==> src/rtl/ltfp_pkg.sv <==
package ltfp_pkg;

  localparam int unsigned HDR_BYTES   = 6;
  localparam int unsigned QUEUE_DEPTH = 4;
  localparam int unsigned QPTR_W      = $clog2(QUEUE_DEPTH);
  localparam int unsigned QCNT_W      = $clog2(QUEUE_DEPTH + 1);

  typedef enum logic [1:0] {
    KIND_HEADER  = 2'd0,
    KIND_PAYLOAD = 2'd1,
    KIND_LEN_ERR = 2'd2
  } kind_t;

  typedef enum logic [1:0] {
    PH_LEN  = 2'd0,
    PH_TYPE = 2'd1,
    PH_BODY = 2'd2
  } phase_t;

  typedef struct packed {
    logic [1:0]  kind;
    logic [31:0] frame_length;
    logic [15:0] type_code;
    logic [7:0]  payload_byte;
    logic        last;
  } result_t;

endpackage

==> src/rtl/ltfp_parser.sv <==
module ltfp_parser (
  input  logic                clk,
  input  logic                rst,
  input  logic                in_valid,
  output logic                in_ready,
  input  logic [7:0]          data_byte,
  input  logic                queue_full,
  output logic                push,
  output ltfp_pkg::result_t   push_data
);
  import ltfp_pkg::*;

  phase_t      phase, phase_next;
  logic [1:0]  cnt, cnt_next;
  logic [31:0] length_reg, length_reg_next;
  logic [15:0] type_reg, type_reg_next;
  logic [31:0] remaining, remaining_next;
  logic        has_result;
  logic        accept;
  logic [31:0] len_asm;

  assign in_ready = !queue_full;
  assign accept   = in_valid && in_ready;
  assign push     = accept && has_result;

  always_ff @(posedge clk) begin
    if (rst) begin
      phase      <= PH_LEN;
      cnt        <= 2'd0;
      length_reg <= 32'd0;
      type_reg   <= 16'd0;
      remaining  <= 32'd0;
    end else if (accept) begin
      phase      <= phase_next;
      cnt        <= cnt_next;
      length_reg <= length_reg_next;
      type_reg   <= type_reg_next;
      remaining  <= remaining_next;
    end
  end

  always_comb begin
    phase_next      = phase;
    cnt_next        = cnt;
    length_reg_next = length_reg;
    type_reg_next   = type_reg;
    remaining_next  = remaining;
    has_result      = 1'b0;
    push_data       = '0;
    len_asm         = 32'd0;

    case (phase)
      PH_TYPE: begin
        if (cnt == 2'd0) begin
          type_reg_next = {type_reg[15:8], data_byte};
        end else if (cnt == 2'd1) begin
          type_reg_next = {data_byte, type_reg[7:0]};
        end
        if (cnt == 2'd0) begin
          cnt_next = 2'd1;
        end else begin
          cnt_next                = 2'd0;
          has_result              = 1'b1;
          push_data.kind          = KIND_HEADER;
          push_data.frame_length  = length_reg;
          push_data.type_code     = type_reg_next;
          if (length_reg == 32'(HDR_BYTES)) begin
            phase_next     = PH_LEN;
            remaining_next = 32'd0;
            push_data.last = 1'b1;
          end else begin
            phase_next     = PH_BODY;
            remaining_next = length_reg - 32'(HDR_BYTES);
          end
        end
      end

      PH_BODY: begin
        has_result             = 1'b1;
        push_data.kind         = KIND_PAYLOAD;
        push_data.frame_length = length_reg;
        push_data.type_code    = type_reg;
        push_data.payload_byte = data_byte;
        push_data.last         = (remaining <= 32'd1);
        if (remaining <= 32'd1) begin
          remaining_next = 32'd0;
          phase_next     = PH_LEN;
          cnt_next       = 2'd0;
        end else begin
          remaining_next = remaining - 32'd1;
        end
      end

      default: begin
        // length field, little-endian; an unused phase code reads as this one
        phase_next = PH_LEN;
        len_asm    = (cnt == 2'd0) ? 32'd0 : length_reg;
        case (cnt)
          2'd0:    len_asm[7:0]   = data_byte;
          2'd1:    len_asm[15:8]  = len_asm[15:8] | data_byte;
          2'd2:    len_asm[23:16] = len_asm[23:16] | data_byte;
          default: len_asm[31:24] = len_asm[31:24] | data_byte;
        endcase
        length_reg_next = len_asm;
        if (cnt != 2'd3) begin
          cnt_next = cnt + 2'd1;
        end else begin
          cnt_next      = 2'd0;
          type_reg_next = 16'd0;
          if (len_asm < 32'(HDR_BYTES)) begin
            has_result             = 1'b1;
            push_data.kind         = KIND_LEN_ERR;
            push_data.frame_length = len_asm;
            push_data.last         = 1'b1;
          end else begin
            phase_next = PH_TYPE;
          end
        end
      end
    endcase
  end

endmodule

==> src/rtl/ltfp_queue.sv <==
module ltfp_queue (
  input  logic                clk,
  input  logic                rst,
  input  logic                push,
  input  ltfp_pkg::result_t   push_data,
  input  logic                pop,
  output ltfp_pkg::result_t   head,
  output logic                full,
  output logic                empty
);
  import ltfp_pkg::*;

  result_t             slots [QUEUE_DEPTH];
  logic [QPTR_W-1:0]   wr_ptr;
  logic [QPTR_W-1:0]   rd_ptr;
  logic [QCNT_W-1:0]   count;

  assign full  = (count == QCNT_W'(QUEUE_DEPTH));
  assign empty = (count == '0);
  assign head  = slots[rd_ptr];

  always_ff @(posedge clk) begin
    if (push) begin
      slots[wr_ptr] <= push_data;
    end
  end

  always_ff @(posedge clk) begin
    if (rst) begin
      wr_ptr <= '0;
      rd_ptr <= '0;
      count  <= '0;
    end else begin
      if (push) begin
        wr_ptr <= wr_ptr + 1'b1;
      end
      if (pop) begin
        rd_ptr <= rd_ptr + 1'b1;
      end
      if (push && !pop) begin
        count <= count + 1'b1;
      end else if (pop && !push) begin
        count <= count - 1'b1;
      end
    end
  end

endmodule

==> src/rtl/ltfp_emit.sv <==
module ltfp_emit (
  input  logic                clk,
  input  logic                rst,
  input  logic                queue_empty,
  input  ltfp_pkg::result_t   head,
  output logic                pop,
  output logic                out_valid,
  input  logic                out_ready,
  output ltfp_pkg::result_t   out_data
);
  import ltfp_pkg::*;

  // refill the output register when it is empty or its transfer completes
  assign pop = !queue_empty && (!out_valid || out_ready);

  always_ff @(posedge clk) begin
    if (rst) begin
      out_valid <= 1'b0;
    end else if (pop) begin
      out_valid <= 1'b1;
    end else if (out_ready) begin
      out_valid <= 1'b0;
    end
  end

  always_ff @(posedge clk) begin
    if (pop) begin
      out_data <= head;
    end
  end

endmodule

==> src/rtl/length_type_frame_parser.sv <==
// Length/type framed byte stream parser.
// Input channel: one raw byte per transfer on data_byte (in_valid/in_ready).
// Each frame is a 4-byte little-endian total length, a 2-byte little-endian
// type code and (length - 6) payload bytes.
// Output channel (out_valid/out_ready): one header result (kind 0) when the
// type code completes, one result per payload byte (kind 1), and an error
// result (kind 2) for a length below 6. last marks the final result of a
// frame; a header with an empty payload and an error both carry last.
// Throughput: one byte per clock while the result queue is not full.
// Results pass through registers: the parse step writes a 4-entry result
// queue at the transfer edge, and the output register loads from the queue
// when it is empty or its current transfer completes.
// Reset: the parser returns to the length field and the queue empties.
// When the receiver stalls, results collect in the queue; in_ready drops
// once the queue is full and rises again as soon as one result leaves.
module length_type_frame_parser (
  input  logic        clk,
  input  logic        rst,
  input  logic        in_valid,
  output logic        in_ready,
  input  logic [7:0]  data_byte,
  output logic        out_valid,
  input  logic        out_ready,
  output logic [1:0]  kind,
  output logic [31:0] frame_length,
  output logic [15:0] type_code,
  output logic [7:0]  payload_byte,
  output logic        last
);
  import ltfp_pkg::*;

  logic    push;
  logic    pop;
  logic    queue_full;
  logic    queue_empty;
  result_t push_data;
  result_t head;
  result_t out_data;

  ltfp_parser u_parser (
    .clk        (clk),
    .rst        (rst),
    .in_valid   (in_valid),
    .in_ready   (in_ready),
    .data_byte  (data_byte),
    .queue_full (queue_full),
    .push       (push),
    .push_data  (push_data)
  );

  ltfp_queue u_queue (
    .clk       (clk),
    .rst       (rst),
    .push      (push),
    .push_data (push_data),
    .pop       (pop),
    .head      (head),
    .full      (queue_full),
    .empty     (queue_empty)
  );

  ltfp_emit u_emit (
    .clk         (clk),
    .rst         (rst),
    .queue_empty (queue_empty),
    .head        (head),
    .pop         (pop),
    .out_valid   (out_valid),
    .out_ready   (out_ready),
    .out_data    (out_data)
  );

  assign kind         = out_data.kind;
  assign frame_length = out_data.frame_length;
  assign type_code    = out_data.type_code;
  assign payload_byte = out_data.payload_byte;
  assign last         = out_data.last;

endmodule
==> config.mk <==
export PLATFORM = sky130hd
export DESIGN_NAME = length_type_frame_parser
export DESIGN_NICKNAME = d
export VERILOG_FILES = /design/src/rtl/ltfp_pkg.sv /design/src/rtl/ltfp_parser.sv /design/src/rtl/ltfp_queue.sv /design/src/rtl/ltfp_emit.sv /design/src/rtl/length_type_frame_parser.sv
export SDC_FILE = /design/constraint.sdc
export NUM_CORES = 1
export LEC_CHECK = 0
export BUFFER_PORTS_ARGS = -buffer_cell sky130_fd_sc_hd__buf_2
export CAP_MARGIN = 20
export CORE_MARGIN = 2
export CORE_UTILIZATION = 40
export CTS_CLUSTER_SIZE = 28
export DETAILED_ROUTE_END_ITERATION = 16
export HOLD_SLACK_MARGIN = 0.03
export PLACE_DENSITY_LB_ADDON = 0.2
export SLEW_MARGIN = 30
export SYNTH_ARGS = -nofsm -noshare
export SYNTH_HDL_FRONTEND = slang
export SYNTH_SLANG_ARGS = --single-unit
==> constraint.sdc <==
create_clock -name clk -period 4.45 [get_ports clk]
set_input_delay 0 -clock clk [delete_from_list [all_inputs] [get_ports clk]]
set_output_delay 0 -clock clk [all_outputs]
set_load 0.02 [all_outputs]
# After elaboration in Yosys (flattened, before gate mapping)
# Memory sizes are Yosys's and may differ from the RTL's. A register that Yosys moved wholly into a read port is not among the register bits.
# Cells that the tools add are included.
totals:
  ff_bits: 92
  ramBits: 236
  inputBits: 12
  output_inout_bits: 61
  elab_cells: 102
  mem_count: 1
mem_list:
  columns: ["name", "words", "width", "read_ports", "rd_ports_with_merged_regs", "wr", "line", "text"]
  rows:
  - ["u_queue.slots", 4, 59, 1, 1, 1, "ltfp_queue.sv:13", "result_t slots [QUEUE_DEPTH];"]
op_classes:
  n_addsub: 7
  order_cmp: 2
  n_eq_ne: 10
  mux: 45
  bitwise: 5
  reduce_logical: 23
ops:
  columns: ["op", "count"]
  rows:
  - ["2-to-1 mux 32 bit", 4]
  - ["2-to-1 mux 8 bit", 9]
  - ["2-to-1 mux 34 bit", 2]
  - ["case mux 34 bit (2 select lines)", 1]
  - ["case mux 16 bit (2 select lines)", 2]
  - ["case mux 32 bit (2 select lines)", 1]
  - ["2-to-1 mux 16 bit", 3]
  - ["2-to-1 mux 48 bit", 1]
  - ["== test 32 x 3 -> 1 bit (second input constant)", 1]
  - ["less-or-equal comparator 32 x 1 -> 1 bit (second input constant)", 1]
  - ["less-than comparator 32 x 3 -> 1 bit (second input constant)", 1]
  - ["subtractor 32 x 1 -> 32 bit (second input constant)", 1]
  - ["subtractor 32 x 3 -> 32 bit (second input constant)", 1]
  - ["OR 8 bit", 3]
  - ["2-to-1 mux 1 bit", 11]
  - ["2-to-1 mux 2 bit", 5]
  - ["AND reduction 3 bit", 3]
  - ["case mux 2 bit (2 select lines)", 2]
  - ["adder 2 x 1 -> 2 bit (second input constant)", 3]
  - ["2-to-1 mux 3 bit", 2]
  - ["inequality test 2 bit (second input constant)", 3]
  - ["nonzero test 2 bit", 3]
  - ["logical AND 1 bit", 5]
  - ["zero test 1 bit", 5]
  - ["14 further kinds", 19]

# Longest topological paths before layout
# Gate-level depths: netlist of run 1.
logic_depth:
  ltp_word: 14
  mapped_depth: 13
  mapped_depth_nobuf: 13

# Hierarchy
# From an unflattened synthesis of run 1, not the netlist that was laid out.
hier_totals:
  hier_cells: 1130
  area_unflattened_um2: 16123.0
modules_own_cells:
  columns: ["module", "instances", "cells_each", "area_each_um2", "seq_area_each_um2"]
  rows:
  - ["ltfp_queue", 1, 353, 8956.1, 7267.0]
  - ["ltfp_parser", 1, 714, 5338.9, 1681.6]
  - ["ltfp_emit", 1, 63, 1828.0, 1791.7]

# Worst setup path after synthesis of run 1
# OpenSTA, ideal clock, no wires.
synth_path:
  kind: "register to register"
  start: "register u_queue.count[0]"
  end: "register u_queue.count[2]"
  setup_ps: 71
  arrival_time_ps: 4692
  t_required_ps: 4379
  setup_slack_ps: -312
  stages_incl_launch_ff: 10
  n_path_buf: 0
  period_less_slack_ps: 4762
  cell_sequence: "dfxtp_1 > nor3_1 > a21oi_1 > inv_1 > ha_1 > inv_1 > fa_1 > xor2_1 > or3_1 > a21oi_1"
synth_via:
  word_cells_on_any_way: 16
  classes_between: "add/sub (2); eq/ne (1); mux (2); reduce/logical (11)"
synth_rtl:
  columns: ["item", "line", "text"]
  rows:
  - ["from (decl)", "ltfp_queue.sv:16", "logic [QCNT_W-1:0] count;"]
  - ["from (signal assigned)", "ltfp_queue.sv:41", "count <= count + 1'b1;"]
  - ["from (signal assigned)", "ltfp_queue.sv:43", "count <= count - 1'b1;"]
  - ["zero test 3 bit *", "ltfp_queue.sv:19", "assign empty = (count == '0);"]
  - ["zero test 1 bit *", "ltfp_emit.sv:14", "assign pop = !queue_empty && (!out_valid || out_ready);"]
  - ["logical AND 1 bit *", "ltfp_emit.sv:14", null]
  - ["named net pop", "length_type_frame_parser.sv:33", "logic pop;"]
  - ["zero test 1 bit", "ltfp_queue.sv:40", "if (push && !pop) begin"]
  - ["logical AND 1 bit", "ltfp_queue.sv:40", null]
  - ["2-to-1 mux 3 bit or nonzero test 2 bit (tied branches)", null, null]
# The timed path passes the listed nets; every way through them passes the cells marked *. The select of a mux whose other input is x is not followed.
# A chain may end at the register's enable or synchronous reset.

# Worst setup path after layout of run 1
layout_path:
  start: "register u_parser.length_reg[9]"
  end: "register u_queue.count[2]"
layout_via:
  elab_chain_cells: 12
  word_cells_on_any_way: 14
  classes_between: "order compare (1); mux (7); bitwise (1); reduce/logical (5)"
layout_lines:
  columns: ["item", "line", "text"]
  rows:
  - ["from (decl)", "ltfp_parser.sv:15", "logic [31:0] length_reg, length_reg_next;"]
  - ["from (signal assigned)", "ltfp_parser.sv:36", "length_reg <= length_reg_next;"]
  - ["2-to-1 mux 32 bit *", "ltfp_parser.sv:97", "len_asm = (cnt == 2'd0) ? 32'd0 : length_reg;"]
  - ["OR 8 bit", "ltfp_parser.sv:100", "2'd1: len_asm[15:8] = len_asm[15:8] | data_byte;"]
  - ["2-to-1 mux 8 bit *", "ltfp_parser.sv:98", "case (cnt)"]
  - ["2-to-1 mux 8 bit *", "ltfp_parser.sv:52", "case (phase)"]
  - ["less-than comparator 32 x 3 -> 1 bit *", "ltfp_parser.sv:110", "if (len_asm < 32'(HDR_BYTES)) begin"]
  - ["2-to-1 mux 1 bit *", "ltfp_parser.sv:110", null]
  - ["2-to-1 mux 1 bit *", "ltfp_parser.sv:105", "if (cnt != 2'd3) begin"]
  - ["case mux 1 bit (2 select lines) *", "ltfp_parser.sv:52", null]
  - ["logical AND 1 bit *", "ltfp_parser.sv:24", "assign push = accept && has_result;"]
  - ["named net push", "length_type_frame_parser.sv:32", "logic push;"]
  - ["zero test 1 bit", "ltfp_queue.sv:42", "end else if (pop && !push) begin"]
  - ["logical AND 1 bit", "ltfp_queue.sv:42", null]
  - ["nonzero test 2 bit (no source line)", null, null]
# Marked as above.

==> results of run 1 <==
cells in the final DEF, fill, tap and decap left out, types with 16 or more instances in the layout:
master / instances
edfxtp_1: 295
nor2_1: 116
dfxtp_1: 90
buf_2: 72
a22oi_1: 59
mux4_2: 59
nand2_1: 41
and2_1: 41
clkbuf_16: 41
nor3_1: 33
nand3_1: 27
a21oi_1: 26
o21ai_0: 24
xor2_1: 22
buf_4: 20
inv_1: 19
nor4_1: 19
ha_1: 16
metal layers:
| metal | wire, um | share of wire, % | GRT usage, % | up-vias |
|---|---|---|---|---|
| li1 | - | - | - | 4586 |
| met1 | 18000 | 47 | 27.9 | 5002 |
| met2 | 17400 | 45 | 28.2 | 324 |
| met3 | 2270 | 5.9 | 2.90 | 65 |
| met4 | 1010 | 2.6 | 6.12 | 0 |
| met5 | 0 | 0 | 0 | - |
synthesized netlist by cell type, types with 13 or more instances:
cell	instances	area (um2)
nor2_1	116	435
nand3_1	28	140
nor4_1	19	119
or3_1	13	81.3
nand2_1	41	154
mux4_2	59	1330
a22oi_1	59	443
a21oi_1	27	135
and2_1	45	282
xor2_1	22	193
dfxtp_1	92	1840
edfxtp_1	295	8860
o21ai_0	24	120
nor3_1	34	170
inv_1	19	71.3
ha_1	16	200
clkbuf_1	59	221
critical path, delay by kind of cell, from the launching register on:
family / cells / cell delay [ns]
xor+xnor: 1 / 0.18
fa+ha+maj: 2 / 0.60
compound gates: 3 / 0.74
flops: 1 / 0.37
buf+inv: 1 / 0.06
simple gates: 4 / 1.90
cell type report:
| cell class | instances | area (um2) | share of cell area (%) |
|---|---|---|---|
| inverter | 19 | 71.3 | 0.382 |
| timing repair buffer | 107 | 701 | 3.75 |
| sequential | 387 | 10700 | 57.3 |
| clock buffer | 56 | 1100 | 5.90 |
| multi-input combinational | 656 | 5190 | 27.8 |
| antenna | 2 | 5.00 | 0.0268 |
| tap | 525 | 657 | 3.52 |
| clock inverter | 17 | 239 | 1.28 |
power breakdown:
| part | total [mW] | leakage [nW] | switching (mW) | internal [mW] |
|---|---|---|---|---|
| logic | 2.30 | 2.30 | 1.37 | 0.931 |
| clock network | 3.44 | 0.649 | 1.36 | 2.08 |
| registers | 4.55 | 3.62 | 0.223 | 4.33 |
| total | 10.3 | 6.56 | 2.96 | 7.34 |
how the worst max path moves through the flow:
stage / from / slack, ns / endpoint / cells past startpoint
2_1_floorplan: u_parser.cnt[0] / 0.52 / u_queue.slots[0][0] / 8
3_3_place_gp: u_parser.cnt[0] / 0.74 / u_queue.count[2] / 13
3_5_place_dp: u_parser.length_reg[9] / 0.62 / u_queue.count[2] / 11
4_1_cts: u_parser.length_reg[9] / 0.59 / u_queue.count[2] / 11
5_1_grt: u_parser.length_reg[13] / 0.22 / u_queue.count[2] / 11
6_report: u_parser.length_reg[9] / 0.51 / u_queue.count[2] / 11
logic make-up after synthesis:
kind of cell | Yosys count | synth area share (%)
flops | 387 | 66.1
simple gates | 351 | 11.5
compound gates | 185 | 8.20
buf+inv | 89 | 2.08
mux | 73 | 9.10
xor+xnor | 30 | 1.62
fa+ha+maj | 17 | 1.36
metrics by stage:
stage	util [%]	total power [mW]	setup WS, ns	hold slack [ns]	area, um2
after global placement	43.2	6.94	0.740	0.262	17200
after CTS	46.9	10.4	0.589	0.172	18700
after detailed placement	43.2	6.95	0.625	0.260	17200
after floorplan	-	6.20	0.518	0.192	16200
after global routing	46.9	10.8	0.225	0.260	18700
final	46.9	10.3	0.509	0.198	18700
==> key figures, run 1 <==
Outcome
  – Outcome: complete, no violations

CTS
  – CTS Hold Bufs: 11
  – CTS Buf Count: 41
  – CTS tree: yes
  – Bufs on Longest Clock Path: 3
  – Number of gates resized after cts: 0
  – Post-CTS Setup Repair Bufs: 0
  – H-tree depth: 2
  – Worst skew pair latency: 0.54 ns
  – Clock-pin slew on the worst setup and hold paths: 0.06 ns
  – Clock Sinks: 387
  – Clock root buffer master: clkbuf_16

Run
  – Max-cap violations: 0

Synthesis
  – Syn Nets: 1161
  – Post-synthesis cell count: approximately 1100
  – Warnings, synthesis: 0
  – Top FF cell, synth: edfxtp_1
  – Mapped Area: 0.0162 mm2
  – Post-synthesis sequential area ratio: 66.1%
  – Number of synthesized register bits: 387
  – Async SR Flop Fraction: 0%
  – Distinct cells, synth: 71
  – Mean Syn Cell Area: 14.3 um2
  – Number of synthesized flops with an enable pin: 295

Floorplanning
  – I/O pin cnt: 73
  – Chip Height: 205 um
  – Core ar.: 0.0398 mm2
  – Die Area: 0.0421 mm2
  – Initial Utilization: 40.6%
  – Std-Cell Rows: 73
  – Die X: 205 um

GRT
  – Vias in the first global route: about 9800
  – Largest net degree at the start of global routing: 77
  – Gr usage total: 18.7%
  – Grt total ovfl: 0
  – First-pass GRT wire length: 59.7 mm
  – Initial antenna violation count: 2

Hold path
  – Worst Hold Endpoint: u_queue.count[0]
  – HP Start: out_ready
  – Hold path depth: 7
  – Hold Path Class: input port to flip-flop

Routing
  – Via density: between 5 and 6
  – First DRT Iteration DRCs: 1005
  – Post-route ant nets: 0
  – Via count: 9977
  – TritonRoute pass-1 iters: 7
  – Wirelength, routed: 38.7 mm
  – Avg WL per Cell: 21.9 um
  – Drt drc: 0

Cells and area
  – Biggest regs: u_queue.slots: 236 flops, u_emit.out_data: 59 flops
  – Share of cells above drive strength 1: 19.4%
  – Biggest register: u_queue.slots
  – Fillers: 3552
  – Final non-filler cell total: 1769
  – Largest register FFs: 236
  – Area growth syn-to-layout: 15.4%
  – Nets: 1241

Setup path
  – Slowest CP cell: or4_1
  – Critical path required time: just under 5 ns
  – Worst flop-to-flop path startpoint: u_parser.length_reg[9]
  – Crit path launch type: flip-flop
  – CP cell instances: or4_1, nor3b_2, a41oi_1, nor4_4, o21a_2, ha_1, inv_1, fa_1, xor2_1, or3_1, a21oi_1
  – Critical path class: flip-flop to flip-flop
  – Reg2reg setup slack: 0.51 ns
  – CP Capture Type: flip-flop
  – CP Max Fanout: 10
  – Reg2reg end: u_queue.count[2]
  – Critical path arrival: 4.39 ns
  – Worst-case reg-to-reg path depth: 11
  – Critical path's largest stage delay: 0.62 ns

STA
  – Final hold vios: 0
  – RSZ-0062 raised after global routing: false
  – Period utilisation layout: 88.6%
  – Max-slew headroom: between 30 and 40%
  – # setup viols final: 0
  – Post-Route Skew: 0.0212 ns
  – Actual transition at the worst max-transition pin: 0.906 ns
  – Fin. max-slew vios: 0
  – FMAX: around 0.25 GHz
  – Final worst path period need: 3.94 ns
  – Setup TNS: 0 ns

Placed design
  – DP HPWL: 25.0 mm
  – Port bufs: 72
  – RD Place Congestion: 0.897
  – Placed Cells: 1683

Power and ir drop
  – Areal power density over the cells: around 550 mW/mm2
  – Maximum VDD drop: 0.000287 V
  – Leakage Power: 6.56 nW
Note: power is estimated with default switching activity, not from simulation.
==> inputs of run 2 (changes only) <==
--- a/config.mk
+++ b/config.mk
@@ -8,7 +8,7 @@
 export BUFFER_PORTS_ARGS = -buffer_cell sky130_fd_sc_hd__buf_2
 export CAP_MARGIN = 20
 export CORE_MARGIN = 2
-export CORE_UTILIZATION = 40
+export CORE_UTILIZATION = 36
 export CTS_CLUSTER_SIZE = 28
 export DETAILED_ROUTE_END_ITERATION = 16
 export HOLD_SLACK_MARGIN = 0.03
@@ -16,4 +16,5 @@
 export SLEW_MARGIN = 30
 export SYNTH_ARGS = -nofsm -noshare
 export SYNTH_HDL_FRONTEND = slang
+export SYNTH_HIERARCHICAL = 1
 export SYNTH_SLANG_ARGS = --single-unit
==> run 2 against run 1 <==
Effect of this change:
- die area rose by 10%
- register-to-register slack better by 0.12 ns
- core utilization shrank 4.5 points
- clock power fell by 6%
- final area is 0.31% higher
- sequential power down 1%
- worst setup slack improved by 0.12 ns
==> key figures, run 2 <==
CTS
  – CTS Buf Count: 41 (unchanged)
  – Clock-pin slew on the worst setup and hold paths: 0.06 ns (about the same)
  – Clock root buffer master: clkbuf_16
  – Bufs on Longest Clock Path: 3 (unchanged)
  – Worst skew pair latency: 0.54 ns (about the same)
  – CTS tree: yes
  – Number of gates resized after cts: 0 (unchanged)
  – Clock Sinks: 389 (+0.52%)
  – Post-CTS Setup Repair Bufs: 0 (unchanged)
  – H-tree depth: 2 (unchanged)

GRT
  – Gr usage total: 16.8% (-1.9 points)
  – Largest net degree at the start of global routing: 70 (-9.1%)
  – First-pass GRT wire length: 60.4 mm (+1.2%)
  – Initial antenna violation count: 0 (-2)
  – Vias in the first global route: 9883 (+0.49%)
  – Grt total ovfl: 0 (unchanged)

Cells and area
  – Final Util: 42.4% (-4.5 points)
  – Largest register FFs: 236 (unchanged)
  – Most frequent cells in the layout: edfxtp_1 (295), nor2_1 (113), dfxtp_1 (92)
  – Biggest register: u_queue/slots
  – Fillers: 3986 (+12%)
  – Area growth syn-to-layout: 16.2%
  – Cell area after layout: 0.0187 mm2 (+0.31%)
  – Biggest regs: u_queue/slots: 236 flops, u_emit/out_data: 59 flops
  – Commonest non-fill, non-tap cell in the layout: edfxtp_1
  – Nets: 1260 (+1.5%)
  – Final antenna diode count: 0 (-2)
  – Share of cells above drive strength 1: 19.2% (-0.21 points)

Setup path
  – Critical path class: flip-flop to flip-flop
  – Critical path arrival: 4.29 ns (-0.10 ns)
  – CP Capture Type: flip-flop
  – Setup crit start: u_parser/cnt[0]
  – Critical path required time: 4.91 ns (about the same)
  – Worst flop-to-flop path startpoint: u_parser/cnt[0]
  – CP Max Fanout: 16 (+6)
  – Worst path bufs/invs: 3 (+2)
  – Critical path's largest stage delay: 0.61 ns (about the same)
  – Crit-path leading delay family: simple AND/OR/NAND/NOR gates
  – Slowest CP cell: or4_1
  – CP cell instances: inv_1, ha_1, a211oi_1, a21oi_1, or4_1, nor4_4, nor2_1, nor2_1, buf_4, ha_1, inv_1, fa_1, xor2_1, or3_1, a21oi_1
  – Crit path launch type: flip-flop

Routing
  – Met2 WL: 18.1 mm (+4.0%)
  – TritonRoute pass-1 iters: 5 (-2)
  – Max Used Layer: met4
  – Post-route ant nets: 0 (unchanged)
  – Drt drc: 0 (unchanged)
  – Wirelength, routed: 38.9 mm (+0.35%)
  – Via count: 9967 (-0.10%)
  – Met3 WL: 1.97 mm (-13%)
  – Avg WL per Cell: 21.0 um (-4.2%)
  – First DRT Iteration DRCs: 919 (-8.6%)
  – Via density: 5.38 (-4.6%)
  – Met1 wire length: 17.9 mm (-0.89%)

STA
  – Period utilisation layout: 86.0% (-2.6 points)
  – Max-slew headroom: 38.5% (-1.1 points)
  – Fin. max-slew vios: 0 (unchanged)
  – Actual transition at the worst max-transition pin: 0.919 ns (+0.0125 ns)
  – Post-Route Skew: 0.0148 ns (-0.00641 ns)
  – FMAX: 0.261 GHz (+3.0%)
  – # setup viols final: 0 (unchanged)
  – Final hold vios: 0 (unchanged)
  – RSZ-0062 raised after global routing: false
  – Final worst path period need: 3.83 ns (-0.116 ns)
  – Setup TNS: 0 ns (unchanged)

Power and ir drop
  – Maximum VDD drop: 0.000276 V (-3.8%)
  – Areal power density over the cells: 529 mW/mm2 (-4.2%)
  – Leakage Power: 6.53 nW (-0.50%)

Hold path
  – HP Start: in_valid
  – Hold Path Class: input port to flip-flop

Synthesis
  – Top-count cell post-synth: edfxtp_1
  – Top FF cell, synth: edfxtp_1
  – Post-synthesis sequential area ratio: 66.6% (+0.50 points)
  – Post-synthesis cell count: 1130 (-0.18%)
  – Mapped Area: 0.0161 mm2 (-0.38%)
  – Number of synthesized register bits: 389 (+0.52%)
  – Number of synthesized flops with an enable pin: 295 (unchanged)
  – Yosys top cell area share: 54.9% (+0.21 points)
  – Warnings, synthesis: 6 (+6)
  – Mean Syn Cell Area: 14.3 um2 (-0.20%)
  – Top cells by area, synth: edfxtp_1 (55%), dfxtp_1 (12%), mux4_2 (8.2%)
  – Async SR Flop Fraction: 0% (unchanged)
  – Syn Nets: 1159 (-0.17%)
  – Most instantiated cells after synthesis: edfxtp_1 (295), nor2_1 (114), dfxtp_1 (94)
  – Biggest area consumer among synthesized cells: edfxtp_1
  – Distinct cells, synth: 68 (-4.2%)

Floorplanning
  – Die Area: 0.0465 mm2 (+10%)
  – Core ar.: 0.0442 mm2 (+11%)
  – I/O pin cnt: 73 (unchanged)
  – Initial Utilization: 36.5% (-4.2 points)
  – Chip Height: 216 um (+5.1%)
  – Die X: 216 um (+5.1%)
  – Std-Cell Rows: 77 (+5.5%)

Placed design
  – Port bufs: 72 (unchanged)
  – DP HPWL: 25.1 mm (+0.21%)
  – Placed standard-cell area: 0.0173 mm2 (+0.74%)
  – RD Place Congestion: 0.893 (-0.40%)

Run
  – Max-cap violations: 0 (unchanged)

Outcome
  – Outcome: complete, no violations
[run 2: area by class of cell]
cell class	count	area [um2]	share of cell area, %
Multi-Input combinational cell	655	5010	26.7
Tap cell	592	741	3.96
Clock buffer	55	1080	5.76
Timing Repair Buffer	120	886	4.73
Clock inverter	18	179	0.955
Sequential cell	389	10700	57.4
Inverter	24	90.1	0.481
[run 2: cells by family after synthesis]
| family | Yosys count | synth area share (%) |
|---|---|---|
| flip-flops | 389 | 66.6 |
| adder cells (fa/ha/maj) | 17 | 1.37 |
| XOR/XNOR | 31 | 1.68 |
| buffers and inverters | 86 | 2.37 |
| AND/OR/NAND/NOR | 341 | 10.9 |
| multiplexers | 62 | 8.43 |
| AO/OA/AOI/OAI | 204 | 8.63 |
[run 2: worst min-delay path, delay by kind of cell]
| kind | cells | cell delay, ns |
|---|---|---|
| AO/OA/AOI/OAI | 1 | 0.10 |
| AND/OR/NAND/NOR | 2 | 0.35 |
| buffers and inverters | 1 | 0.11 |
[run 2: timing repair]
item	4_1_cts	5_1_grt
hold buffers	11	0
endpoints found under the hold margin	56	0
setup endpoints to repair	0	0
[run 2: routing by layer]
metal | GRT usage, % | vias up
li1 | - | 4574
met2 | 26.8 | 279
met4 | 4.83 | 0
met5 | 0 | -
met3 | 2.69 | 65
met1 | 23.9 | 5049
[run 2: per-stage QoR]
| step | total power, mW | hold slack [ns] | cells | setup slack [ns] |
|---|---|---|---|---|
| floorplan | 6.05 | 0.0624 | 1130 | 0.234 |
| global placement | 6.71 | 0.294 | 1768 | 0.708 |
| detailed placement | 6.71 | 0.298 | 1768 | 0.657 |
| finish | 9.90 | 0.0891 | 1853 | 0.624 |
| CTS | 9.99 | 0.0791 | 1852 | 0.628 |
| global route | 10.3 | 0.105 | 1853 | 0.331 |
[run 2: power breakdown]
group          internal [mW]  switching, mW
Sequential              4.32          0.183
Clock                   1.88           1.36
Combinational          0.780           1.37
Total                   6.98           2.92
[run 2: final timing paths]
kind	to	slack (ns)	cells past startpoint
hold / removal	u_parser/cnt[0]	0.09	4
hold reg to reg	u_parser/phase[1]	0.48	2
setup reg to reg	u_queue/count[2]	0.62	15
setup / recovery	u_queue/count[2]	0.62	15
==> inputs of run 3 (changes only) <==
--- a/config.mk
+++ b/config.mk
@@ -5,10 +5,12 @@
 export SDC_FILE = /design/constraint.sdc
 export NUM_CORES = 1
 export LEC_CHECK = 0
+export ABC_AREA = 1
 export BUFFER_PORTS_ARGS = -buffer_cell sky130_fd_sc_hd__buf_2
 export CAP_MARGIN = 20
 export CORE_MARGIN = 2
 export CORE_UTILIZATION = 36
+export CTS_CLUSTER_DIAMETER = 120
 export CTS_CLUSTER_SIZE = 28
 export DETAILED_ROUTE_END_ITERATION = 16
 export HOLD_SLACK_MARGIN = 0.03
==> run 3 against run 2 <==
Effect of this change:
- flip-flop and latch count is the same
- via count grew 28%
- synthesized area grew 8.9%
- synthesized cell count grew 62%
- worst hold slack gained 0.22 ns
- largest cell class unchanged
- largest power group is now combinational cells
- highest routed layer unchanged
==> key figures, run 3 <==
Outcome
  – Outcome: complete, no violations

CTS
  – CTS Buf Count: 18 (-56%)
  – Number of gates resized after cts: 0 (unchanged)
  – Post-CTS Setup Repair Bufs: 0 (unchanged)
  – Bufs on Longest Clock Path: 3 (unchanged)
  – H-tree depth: 1 (-1)
  – Worst skew pair latency: 0.55 ns (about the same)
  – Clock root buffer master: clkbuf_16
  – CTS tree: yes
  – Clock-pin slew on the worst setup and hold paths: 0.10 ns (+0.04 ns)
  – CTS Hold Bufs: 12 (+1)
  – Clock Sinks: 389 (unchanged)

Setup path
  – Crit path launch type: flip-flop
  – Worst-case reg-to-reg path depth: 15 (unchanged)
  – Critical path required time: 4.70 ns (-0.21 ns)
  – Critical path arrival: 3.88 ns (-0.41 ns)
  – Critical path class: flip-flop to flip-flop
  – CP Capture Type: flip-flop
  – CP Max Fanout: 20 (+4)

GRT
  – First-pass GRT wire length: 71.1 mm (+18%)
  – Initial antenna violation count: 0 (unchanged)
  – Largest net degree at the start of global routing: 119 (+70%)
  – Gr usage total: 18.0% (+1.2 points)
  – Grt total ovfl: 0 (unchanged)
  – Vias in the first global route: 12200 (+23%)

Floorplanning
  – Die X: 225 um (+4.3%)
  – Core ar.: 0.0479 mm2 (+8.4%)
  – I/O pin cnt: 73 (unchanged)
  – Std-Cell Rows: 80 (+3.9%)
  – Initial Utilization: 36.6% (+0.18 points)
  – Chip Height: 225 um (+4.3%)
  – Die Area: 0.0506 mm2 (+8.8%)

Cells and area
  – Most frequent cells in the layout: nor2_1 (359), edfxtp_1 (295), nand2_1 (282)
  – Nets: 1910 (+52%)
  – Biggest register: u_queue/slots
  – Commonest non-fill, non-tap cell in the layout: nor2_1
  – Biggest regs: u_queue/slots: 236 flops, u_emit/out_data: 59 flops
  – Largest register FFs: 236 (unchanged)
  – Area growth syn-to-layout: 9.96%
  – Final antenna diode count: 0 (unchanged)
  – Final Util: 40.3% (-2.1 points)
  – Share of cells above drive strength 1: 9.67% (-9.5 points)

Synthesis
  – Warnings, synthesis: 6 (unchanged)
  – Distinct cells, synth: 45 (-34%)
  – Async SR Flop Fraction: 0% (unchanged)
  – Top-count cell post-synth: nor2_1
  – Most instantiated cells after synthesis: nor2_1 (360), edfxtp_1 (295), nand2_1 (282)
  – Mean Syn Cell Area: 9.61 um2 (-33%)
  – Biggest area consumer among synthesized cells: edfxtp_1
  – Syn Nets: 1857 (+60%)
  – Mapped Area: 0.0176 mm2 (+8.9%)
  – Number of synthesized flops with an enable pin: 295 (unchanged)
  – Post-synthesis sequential area ratio: 61.1% (-5.5 points)
  – Number of synthesized register bits: 389 (unchanged)
  – Post-synthesis cell count: 1828 (+62%)
  – Yosys top cell area share: 50.4% (-4.5 points)
  – Top FF cell, synth: edfxtp_1
  – Top cells by area, synth: edfxtp_1 (50%), dfxtp_1 (11%), nor2_1 (7.7%)

STA
  – # setup viols final: 0 (unchanged)
  – Final hold vios: 0 (unchanged)
  – Max-slew headroom: 37.1% (-1.4 points)
  – RSZ-0062 raised after global routing: false
  – FMAX: 0.276 GHz (+5.4%)
  – Post-Route Skew: 0.0201 ns (+0.00522 ns)
  – Setup TNS: 0 ns (unchanged)
  – Final worst path period need: 3.63 ns (-0.197 ns)
  – Period utilisation layout: 81.5% (-4.4 points)
  – Fin. max-slew vios: 0 (unchanged)
  – Actual transition at the worst max-transition pin: 0.944 ns (+0.0249 ns)

Routing
  – Via density: 5.09 (-5.5%)
  – First DRT Iteration DRCs: 1009 (+9.8%)
  – TritonRoute pass-1 iters: 5 (unchanged)
  – Wirelength, routed: 46.0 mm (+18%)
  – Avg WL per Cell: 18.4 um (-12%)
  – Post-route ant nets: 0 (unchanged)
  – Via count: 12800 (+28%)
  – Drt drc: 0 (unchanged)

Hold path
  – Hold path depth: 6 (+2)
  – Hold Path Class: input port to flip-flop

Placed design
  – Port bufs: 72 (unchanged)
  – RD Place Congestion: 0.933 (+4.4%)
  – DP HPWL: 31.4 mm (+25%)

Power and ir drop
  – Areal power density over the cells: 654 mW/mm2 (+24%)
  – Leakage Power: 7.35 nW (+13%)
  – Maximum VDD drop: 0.000254 V (-8.1%)

Run
  – Max-cap violations: 0 (unchanged)
run 3: routing by layer:
layer / GRT usage, % / share of wire [%] / vias up
li1: - / - / 6274
met1: 25.7 / 47 / 6096
met2: 28.9 / 45 / 319
met3: 1.92 / 4.6 / 65
met4: 5.68 / 3.0 / 0
met5: 0 / 0 / -
run 3: critical path, stage by stage (launching register included):
cell     delay (ns)
dfxtp_1        0.36
inv_1          0.15
ha_1           0.61
buf_4          0.27
nor2_1         0.05
nor2_1         0.14
nand2_1        0.08
nor2_1         0.11
nand2_1        0.06
nor2_1         0.15
nand3_2        0.20
a21oi_1        0.18
buf_4          0.18
nand2_1        0.07
inv_2          0.45
buf_12         0.26
run 3: cell type report:
type | instances | area [um2]
Clock inverter | 3 | 37.5
Sequential cell | 389 | 10700
Fill cell | 4632 | 28600
Clock buffer | 29 | 513
Timing Repair Buffer | 116 | 853
Tap cell | 615 | 769
Multi-Input combinational cell | 1195 | 5790
Inverter | 161 | 609
run 3: final timing paths:
| kind | start | end | slack, ns |
|---|---|---|---|
| max | u_parser/cnt[0] | u_queue/slots[0][7] | 0.82 |
| min | in_valid | u_parser/cnt[1] | 0.31 |
| max reg2reg | u_parser/cnt[0] | u_queue/slots[0][7] | 0.82 |
| min reg2reg | u_queue/rd_ptr[1] | flip-flop | 0.46 |
run 3: where the power goes:
part	switching (mW)	internal (mW)
sequential	0.479	4.66
clock	1.14	0.827
combinational	3.91	1.61
total	5.53	7.10
run 3: cell families after synthesis:
logic type	count (synthesis)	synth area share (%)
AND/OR/NAND/NOR	761	18.1
flip-flops	389	61.1
buffers and inverters	244	6.07
adder cells (fa/ha/maj)	17	1.25
multiplexers	4	0.256
XOR/XNOR	21	1.05
AO/OA/AOI/OAI	392	12.1
run 3: stage by stage:
stage	hold WS, ns	setup slack, ns	power, mW	area, um2	instances
after CTS	0.284	0.789	12.7	19300	2508
after global routing	0.308	0.412	13.5	19300	2508
after detailed placement	0.278	0.833	10.7	18600	2464
final	0.310	0.821	12.6	19300	2508
after floorplan	0.0624	0.972	9.12	17600	1828
after global placement	0.272	0.931	10.7	18600	2463
